$ cat src/rtl/hpa_pkg.sv
// ============================================================================
// hpa_pkg: shared types and constants for the HSL pixel adjust block
// Holds the pixel transaction structs, register codes, sector and segment
// codes, and the table that maps an 8-bit channel to fixed point.
// ============================================================================
`default_nettype none

package hpa_pkg;

  // Default fraction width of the internal fixed-point format.
  localparam int FRAC_BITS_DEF = 16;
  // Widest fixed-point channel value the table can hold (FRAC_BITS up to 24).
  localparam int FX_MAX_W = 25;

  // Configuration port shape.
  localparam int MODE_W     = 2;
  localparam int GAIN_W     = 18;
  localparam int CFG_IDX_W  = 1;
  localparam int CFG_DATA_W = 18;

  // Register indexes.
  localparam logic [CFG_IDX_W-1:0] REG_ADJUST_MODE = 1'b0;
  localparam logic [CFG_IDX_W-1:0] REG_GAIN        = 1'b1;

  // Gain of 1.0 with sixteen fraction bits.
  localparam logic [GAIN_W-1:0] GAIN_RESET = 18'd65536;

  // Which HSL channel the gain scales.
  typedef enum logic [MODE_W-1:0] {
    MODE_HUE   = 2'd0,
    MODE_SAT   = 2'd1,
    MODE_LIGHT = 2'd2,
    MODE_NONE  = 2'd3
  } adjust_mode_t;

  // Which channel is the maximum when hue is formed.
  typedef enum logic [1:0] {
    SECT_RED   = 2'd0,
    SECT_GREEN = 2'd1,
    SECT_BLUE  = 2'd2
  } hue_sect_t;

  // Piece of the hue-to-channel curve that a channel falls on.
  typedef enum logic [1:0] {
    SEG_RISE = 2'd0,
    SEG_HIGH = 2'd1,
    SEG_FALL = 2'd2,
    SEG_LOW  = 2'd3
  } chan_seg_t;

  // Input pixel transaction.
  typedef struct packed {
    logic [7:0] red_in;
    logic [7:0] green_in;
    logic [7:0] blue_in;
    logic       last_in;
  } pixel_in_t;

  // Result pixel transaction.
  typedef struct packed {
    logic [7:0] red_out;
    logic [7:0] green_out;
    logic [7:0] blue_out;
    logic       last_out;
  } pixel_out_t;

  typedef logic [255:0][FX_MAX_W-1:0] chan_table_t;

  // Table of (x * 2^frac_bits) / 255, truncated, built at elaboration.
  function automatic chan_table_t build_chan_table(int frac_bits);
    chan_table_t tbl;
    longint      v;
    for (int i = 0; i < 256; i++) begin
      v = (longint'(i) << frac_bits) / 255;
      tbl[i] = FX_MAX_W'(v);
    end
    return tbl;
  endfunction

endpackage

`default_nettype wire

$ cat src/rtl/hpa_div.sv
// ============================================================================
// hpa_div: pipelined fraction divider
// Computes (num * 2^FRAC_BITS) / den for num <= den, one quotient bit per
// register stage, FRAC_BITS+1 stages. A new division can enter every cycle.
// ============================================================================
`default_nettype none

module hpa_div import hpa_pkg::*; #(
  parameter int FRAC_BITS = FRAC_BITS_DEF,
  parameter int W         = FRAC_BITS_DEF + 2
) (
  input  logic             clk,
  input  logic [W-1:0]     num,
  input  logic [W-1:0]     den,
  output logic [FRAC_BITS:0] quo
);

  localparam int N = FRAC_BITS + 1;

  logic [W-1:0] rem [N];
  logic [W-1:0] dvs [N];
  logic [N-1:0] qb  [N];

  // First stage decides the integer bit of the quotient.
  always_ff @(posedge clk) begin
    if (num >= den) begin
      rem[0] <= num - den;
      qb[0]  <= N'(1);
    end else begin
      rem[0] <= num;
      qb[0]  <= '0;
    end
    dvs[0] <= den;
  end

  // Each later stage shifts the remainder and decides one fraction bit.
  for (genvar k = 1; k < N; k++) begin : g_stage
    logic [W:0] trial;
    logic       ge;

    assign trial = {rem[k-1], 1'b0};
    assign ge    = trial >= {1'b0, dvs[k-1]};

    always_ff @(posedge clk) begin
      rem[k] <= ge ? W'(trial - {1'b0, dvs[k-1]}) : trial[W-1:0];
      dvs[k] <= dvs[k-1];
      qb[k]  <= {qb[k-1][N-2:0], ge};
    end
  end

  assign quo = qb[N-1];

endmodule

`default_nettype wire

$ cat config.mk
export PLATFORM = sky130hd
export DESIGN_NAME = hpa_div
export DESIGN_NICKNAME = d
export VERILOG_FILES = /design/src/rtl/hpa_pkg.sv /design/src/rtl/hpa_div.sv
export SDC_FILE = /design/constraint.sdc
export NUM_CORES = 1
export LEC_CHECK = 0
export ABC_AREA = 1
export BUFFER_PORTS_ARGS = -buffer_cell sky130_fd_sc_hd__buf_4
export CAP_MARGIN = 20
export CELL_PAD_IN_SITES_DETAIL_PLACEMENT = 0
export CELL_PAD_IN_SITES_GLOBAL_PLACEMENT = 1
export CORE_ASPECT_RATIO = 0.8
export CORE_UTILIZATION = 43
export CTS_BUF_LIST = sky130_fd_sc_hd__clkbuf_4 sky130_fd_sc_hd__clkbuf_8 sky130_fd_sc_hd__clkbuf_16
export DETAILED_ROUTE_END_ITERATION = 10
export PLACE_DENSITY_LB_ADDON = 0.1
export SYNTH_ARGS = -nofsm -noshare
export SYNTH_HDL_FRONTEND = slang
export SYNTH_SLANG_ARGS = --single-unit
$ cat constraint.sdc
create_clock -name clk -period 1.8 [get_ports clk]
set_clock_uncertainty 0.05 [all_clocks]
set_input_delay 0.09 -clock clk [delete_from_list [all_inputs] [get_ports clk]]
set_output_delay 0.09 -clock clk [all_outputs]
set_load 0.1 [all_outputs]
# Word level (Yosys, flattened, before mapping)
# Memories as Yosys holds them, arrays and structs flattened.
# Cells that the tools add are included.
dict set report classes {
  add_sub_neg 17
  magnitude_cmp 17
  mux 21
  bitwise_logic 2
}
# cell n
set op_table {}
lappend op_table {{$mux 18} 17}
lappend op_table {{$sub 18x18->18} 17}
lappend op_table {{$ge 19x18->1} 16}
lappend op_table {{$ge 18x18->1} 1}
lappend op_table {{$mux 17} 1}
lappend op_table {{$mux 1} 3}
lappend op_table {{$or 1x1->1} 2}
dict set report word_totals {
  regBits 0
  ram_bits 901
  in_bits 37
  n_memories 3
}
# name words width read_ports rd_ports_with_merged_regs write_ports line
set mem_list {}
lappend mem_list {dvs 17 18 16 0 17 hpa_div.sv:21} ;# logic [W-1:0] dvs [N];
lappend mem_list {rem 17 18 16 0 17 hpa_div.sv:20} ;# logic [W-1:0] rem [N];
lappend mem_list {qb 17 17 17 0 17 hpa_div.sv:22} ;# logic [N-1:0] qb [N];

# Logic depth before layout (Yosys ltp)
# Gate-level depths: netlist of run 1.
dict set report depth {
  word_depth 4
  mapped_depth 14
  depth_no_buf 13
}

# Worst setup path before layout of run 1
# Ideal clock, no wire load.
dict set report synth_path {
  path_type {register -> register}
  startpoint {mem dvs[0][181] in the netlist's numbering}
  endpoint {mem rem[0][199] in the netlist's numbering}
  arrival_time_ns 1.674
  slack_ns 0.018
  stages_incl_launch_ff 11
  period_less_slack_ns 1.782
  cell_sequence {dfxtp_1 inv_1 ha_1 ha_1 and3_1 nand3_1 nor2_1 a21oi_2 buf_4 nand3_1 nand2_1}
}
# item line
set synth_lines {}
lappend synth_lines {{start: declaration} hpa_div.sv:21}
lappend synth_lines {{end: declaration} hpa_div.sv:20}

==> results of run 1 <==
[synthesized netlist by cell type (all sizes together), types with 7 or more instances]
master	instances
nor2	352
o21ai	63
nand2	1835
inv	852
nor3	64
buf	49
a31oi	8
xnor2	17
dfxtp	729
a21oi	172
nand4	29
o21bai	17
nand3	553
nand3b	114
fa	16
xor2	126
and2	7
or2	14
ha	305
[final cells by class]
cell class / instances / share of cell area
well taps: 1188 / 0.0230
repair buffers: 1533 / 0.195
multi-input cells: 3733 / 0.459
inverters: 853 / 0.0501
flip-flops and latches: 729 / 0.233
clock inverters: 41 / 0.00851
clock buffers: 89 / 0.0313
[sequential cells by signal, summed over array words and instances (netlist names)]
name,flops
dvs,288
rem,288
qb,153
[metal layers]
layer,routed length [um],global-route usage,share of wire,vias to the layer above
li1,-,-,-,19900
met1,61300,0.377,0.46,18500
met5,0,0,0,-
met4,3000,0.0645,0.022,0
met3,5890,0.0370,0.044,184
met2,63700,0.460,0.48,807
[worst min path at each step]
stage,slack (ns),from,end
after global routing,0.03,den[16],dvs[0][16]
final,0.07,den[14],dvs[0][14]
after detailed placement,0.16,den[16],dvs[0][16]
after global placement,0.16,den[16],dvs[0][16]
after CTS,0.02,den[16],dvs[0][16]
after floorplan,0.07,den[0],dvs[0][0]
[worst max-delay path, stage by stage (launching register included)]
cell and delay (ns):
sky130_fd_sc_hd__dfxtp_2 0.36, sky130_fd_sc_hd__inv_2 0.05, sky130_fd_sc_hd__ha_4 0.26, sky130_fd_sc_hd__nand4_1 0.22, sky130_fd_sc_hd__buf_4 0.23, sky130_fd_sc_hd__nor2_4 0.13
sky130_fd_sc_hd__nand2_2 0.08, sky130_fd_sc_hd__nand4_4 0.11, sky130_fd_sc_hd__buf_12 0.13, sky130_fd_sc_hd__buf_12 0.14, sky130_fd_sc_hd__nand3_2 0.07, sky130_fd_sc_hd__nand2_2 0.08
[where the power goes]
group          switching (mW)  leakage, nW  internal [mW]
combinational            42.2         24.3           39.6
clock                    6.87         1.26           9.44
sequential               4.93         6.16           22.0
total                    54.0         31.7           71.1
[repair_timing]
action | CTS | global route
pin swaps | 279 | 557
cloned | 30 | 24
hold buffers | 36 | 0
gates resized for setup | 1164 | 1261
buffers inserted | 111 | 137
hold endpoints to repair | 36 | 0
setup endpoints to repair | 283 | 298
[per-stage QoR]
stage | util | worst slack, ns
floorplan | - | 0.0178
global placement | 0.556 | -0.441
detailed placement | 0.556 | -0.453
CTS | 0.667 | -0.108
global route | 0.733 | -0.204
finish | 0.733 | -0.185
[cells by family (layout without fill, tap and decap cells)]
group,Yosys count,after routing
xor gates and xnor gates,143,143
DFF,729,729
and+or+nand+nor,2975,3007
buffers and inverters,902,2516
adders and majority gates,321,321
AOI/OAI and AO/OA,262,262
==> results.cfg, run 1 <==
[synth]
synthMuxAreaShare = 0
area_fraction_in_and_or_nand_and_nor_cells_after_synthesis = 0.344
synth_area_per_cell_um2 = 7.23
synth-seq-area-share = 0.378
synth_area_leaders = sky130_fd_sc_hd__dfxtp_1 38%, sky130_fd_sc_hd__nand2_1 17%, sky130_fd_sc_hd__ha_1 9.9%
mappedNetlistArea_um2 = 38600
synth_largest_area_cell = sky130_fd_sc_hd__dfxtp_1
xor_xnor_share_of_the_synthesized_area = 0.0325
post_synthesis_sequential_element_count = 729
synth_top_area_share = 0.378
mappedNetlistNets = 5690
synth-compound-area-share = 0.0422
ys_warn_count = 0
synthDistinctLibCells = 42
netlist_instances = 5332
synth_top_family_by_area = simple AND/OR/NAND/NOR gates
synth-edff-count = 0
synth_area_in_adders = 0.107
async_flop_share = 0
synth-main-ff-cell = sky130_fd_sc_hd__dfxtp_1

[detailed_routing]
drt_drc_violations_left = 0
detail_route.vias_per_cell = 4.82
detailroute.via_count = 39400
routed_wl_um = 134000
wl_per_cell_um = 16.4
first_iter_violations = 2183
drt-pass1-iter-count = 6
postRouteAntennaNets = 0

[min_path]
whs_path_depth = 2
hp-class = in2reg

[placed_design]
placed_area_um2 = 49000
io_buffer_count = 53
final_gp_congestion = 0.881
placed_cells_incl_taps = 7707
hpwlAfterDp_um = 93600

[critical_path]
cp_data_required_time_ns = 2.33
critical_path.reg2reg.startpoint = dvs[0][87]
critPathCaptureType = register
startpoint_kind_of_the_worst_setup_timing_path = register
cp_max_fo = 7
worst_setup_path_endpoint = rem[0][104]
reg2reg_slack_ns = -0.19
timing_worst_setup_path_type = reg2reg
r2r_end = rem[0][104]
worstRegToRegCells = 11
timing.critical_path.from = dvs[0][87]
cp_data_arrival_time_ns = 2.51

[clocking]
cts-htree-levels = 3
cts.sink_count = 729
clk_pin_slew_worst_paths_ns = 0.06
clockBufferDepth = 3
cts_tree = done
clk-insertion-delay-late_ns = 0.66
clock-root-buffer = sky130_fd_sc_hd__clkbuf_16
cts_buffers = 73

[timing]
fmax_mhz = 504
period_needed_ns = 1.99
rsz_0062_raised_after_global_routing = yes
slew_headroom = 0.757
finalSetupViolations = 173
worst_slack_ns = -0.185
hold_fails_final_rpt = 0
setup_total_negative_slack_ns = -9.05
number_of_pins_with_negative_max_slew_slack_in_the_final_report = 0
worst-slew-pin-transition_ns = 0.361
fin_worst_hold_slack_ns = 0.0659
layout_worst_path_cycle_share = 1.10

[job]
timing.max_cap.violations = 0

[floorplanning]
ios = 54
placeableCoreArea_um2 = 88200
die-area_um2 = 90900
placementRows = 97
chipHeight_um = 270
die_width_um = 337
initial_utilization = 0.437

[global_routing]
grt-ovfl-total = 0
grt_start_max_net_pins = 19
first_pass_grt_wire_length_um = 200000
combined_global_route_utilization_of_all_metal_layers = 0.276
number_of_global_route_vias_before_repair = 38000
initial_antenna_violation_count = 0

[layout]
multi_input_area_um2 = 29700
proportion_of_layout_cells_with_a_drive_suffix_above_1 = 0.543
layout.cells.most_common_list = 1343 x sky130_fd_sc_hd__buf_4, 1228 x sky130_fd_sc_hd__nand2_1, 611 x sky130_fd_sc_hd__inv_1
fin_nets = 7281
areaGrowthSynthToFinish_pct = 67.7
final_common_cell = sky130_fd_sc_hd__buf_4
final_cell_area_um2 = 64700
layout_fillers = 6716
final-instance-count-excl-fill = 8166
diodes = 0
final-seq-area_um2 = 15100

[run_status]
violated_checks = negative setup slack
outcome = finished with violations

[power_and_ir_drop]
power.density_cell_area_nw_per_um2 = 1930
irDropWorstVdd_v = 0.00130
total_leakage_power_nw = 31.7
post-layout-total-power_mw = 125
Note: power is estimated with default switching activity, not from simulation.
==> run 2, diff against run 1 <==
Settings changed: PLACE_DENSITY from default to 0.84, PLACE_DENSITY_LB_ADDON 0.1 to default.
==> run 2 against run 1 <==
  * The run still ends with negative setup slack left
  * Clock-buffer cell count fell by 3
  * Setup slack improved by 0.017 ns
  * Non-clock buffer count decreased by 168
  * Cell area fell by 7.1%
  * Cell count down 2.2%
  * Routed wire length shrank 3.5%
  * Register-to-register slack better by 0.02 ns
  * Sequential power about the same
  * Hold slack worse by 0.041 ns
  * Total power decreased by 6.3%
  * Largest power group unchanged
==> results.cfg, run 2 (synthesis gave the netlist of run 1 again) <==
[run_status]
outcome = finished with violations
violated_checks = negative setup slack

[critical_path]
worstPathCellList = inv_2 > ha_4 > ha_4 > nand3_4 > buf_6 > nor3_4 > a31oi_4 > buf_12 > buf_6 > buf_6 > nand3_2 > nand2_1
timing.critical_path.mode_cell = sky130_fd_sc_hd__buf_6
cp_max_fo = 4
cp.depth = 12
cp_data_arrival_time_ns = 2.46
critPathCaptureType = register
startpoint_kind_of_the_worst_setup_timing_path = register
critical_path.top_delay_family = buffers and inverters
timing_worst_setup_path_type = reg2reg
reg2reg_slack_ns = -0.17
worst_path_max_delay_cell = sky130_fd_sc_hd__dfxtp_2
cp_data_required_time_ns = 2.30
timing.critical_path.buf_inv = 5
crit_path_max_incr_delay_ns = 0.33
worstRegToRegCells = 12

[detailed_routing]
wl_per_cell_um = 16.2
routed_wl_um = 129000
drt_drc_violations_left = 0
drt-pass1-iter-count = 6
postRouteAntennaNets = 0
detailroute.via_count = 38900
detail_route.vias_per_cell = 4.87
first_iter_violations = 2666

[timing]
hold_fails_final_rpt = 0
fmax_mhz = 508
period_needed_ns = 1.97
finalSetupViolations = 233
rsz_0062_raised_after_global_routing = yes
worst-slew-pin-transition_ns = 0.516
layout_worst_path_cycle_share = 1.09
setup_total_negative_slack_ns = -13.24
slew_headroom = 0.653
number_of_pins_with_negative_max_slew_slack_in_the_final_report = 0
worst_slack_ns = -0.168
fin_worst_hold_slack_ns = 0.0247

[power_and_ir_drop]
irDropWorstVdd_v = 0.00108
power.density_cell_area_nw_per_um2 = 1950
total_leakage_power_nw = 30.2

[global_routing]
combined_global_route_utilization_of_all_metal_layers = 0.269
first_pass_grt_wire_length_um = 197000
grt-ovfl-total = 0
number_of_global_route_vias_before_repair = 38300
initial_antenna_violation_count = 6
grt_start_max_net_pins = 21

[floorplanning]
die_width_um = 337
placeableCoreArea_um2 = 88200
chipHeight_um = 270
ios = 54
placementRows = 97
initial_utilization = 0.437
die-area_um2 = 90900

[clocking]
clk_pin_slew_worst_paths_ns = 0.07
cts_tree = done
cts.sink_count = 729
cts-htree-levels = 3
clock-root-buffer = sky130_fd_sc_hd__clkbuf_16
cts_buffers = 74
clockBufferDepth = 3
clk-insertion-delay-late_ns = 0.65

[layout]
final_core_utilization = 0.681
layout.cells.most_common_list = 1498 x sky130_fd_sc_hd__nand2_1, 1220 x sky130_fd_sc_hd__buf_4, 721 x sky130_fd_sc_hd__inv_1
final-instance-count-excl-fill = 7988
biggest_registers_after_layout = dvs x288, rem x288, qb x153
layout_fillers = 6813
fin_nets = 7095
proportion_of_layout_cells_with_a_drive_suffix_above_1 = 0.417
areaGrowthSynthToFinish_pct = 55.9
final_common_cell = sky130_fd_sc_hd__nand2_1

[job]
timing.max_cap.violations = 0

[min_path]
whs_path_depth = 5
hp-class = in2reg

[placed_design]
io_buffer_count = 53
hpwlAfterDp_um = 90300
placed_cells_incl_taps = 7669
final_gp_congestion = 0.923
[run 2: cell types whose count changed in the layout (fill, tap and decap cells not counted), moves of 113 or more]
cell                      before   now
sky130_fd_sc_hd__buf_4      1343  1220
sky130_fd_sc_hd__dfxtp_1     382   518
sky130_fd_sc_hd__dfxtp_2     326   192
sky130_fd_sc_hd__nand2_1    1228  1498
sky130_fd_sc_hd__nand2_2     446   264
sky130_fd_sc_hd__nand3_1     299   419
sky130_fd_sc_hd__nand3_2     221   108
[run 2: final cells by class]
class	instances	area, um^2	area share
multi-input combinational	3714	26500	0.441
sequential	729	14900	0.248
timing repair buffer	1365	11200	0.187
inverter	853	3220	0.0535
clock buffer	86	2010	0.0335
tap	1188	1490	0.0247
clock inverter	50	716	0.0119
antenna	3	7.51	0.000125
[run 2: power breakdown]
group,internal [mW],switching [mW]
clock,10.2,7.00
sequential,21.8,4.74
combinational,35.6,37.8
[run 2: routing by layer]
metal | vias to the layer above | global-route usage | wire, um
li1 | 19600 | - | -
met1 | 18100 | 0.355 | 57400
met2 | 1033 | 0.451 | 61200
met3 | 234 | 0.0440 | 7070
met4 | 4 | 0.0722 | 3430
met5 | - | 0 | 26
[run 2: tightest hold or removal path, cell delays in order]
cell and delay, ns:
sky130_fd_sc_hd__buf_4 0.09, sky130_fd_sc_hd__ha_1 0.23, sky130_fd_sc_hd__nand2_1 0.07, sky130_fd_sc_hd__nand3_1 0.09, sky130_fd_sc_hd__nand2_1 0.09
[run 2: final timing paths]
check           endpoint   startpoint
max          rem[0][136]  dvs[0][109]
min           rem[0][13]      num[13]
max reg2reg  rem[0][136]  dvs[0][109]
min reg2reg   qb[16][10]    qb[15][9]
[run 2: stage by stage]
| step | power (mW) | setup slack [ns] | area, um^2 |
|---|---|---|---|
| 2_1_floorplan | 56.6 | 0.0178 | 38600 |
| 3_3_place_gp | 81.1 | -0.518 | 48800 |
| 3_5_place_dp | 81.8 | -0.529 | 48800 |
| 4_1_cts | 110 | -0.0899 | 57400 |
| 5_1_grt | 125 | -0.242 | 60100 |
| 6_report | 117 | -0.168 | 60100 |
[run 2: what timing repair did]
item,CTS,global route
buffers inserted,69,48
cloned,22,12
hold buffers,36,1
hold endpoints to repair,36,1
pin swaps,207,175
setup endpoints to repair,285,298
gates resized for setup,888,544
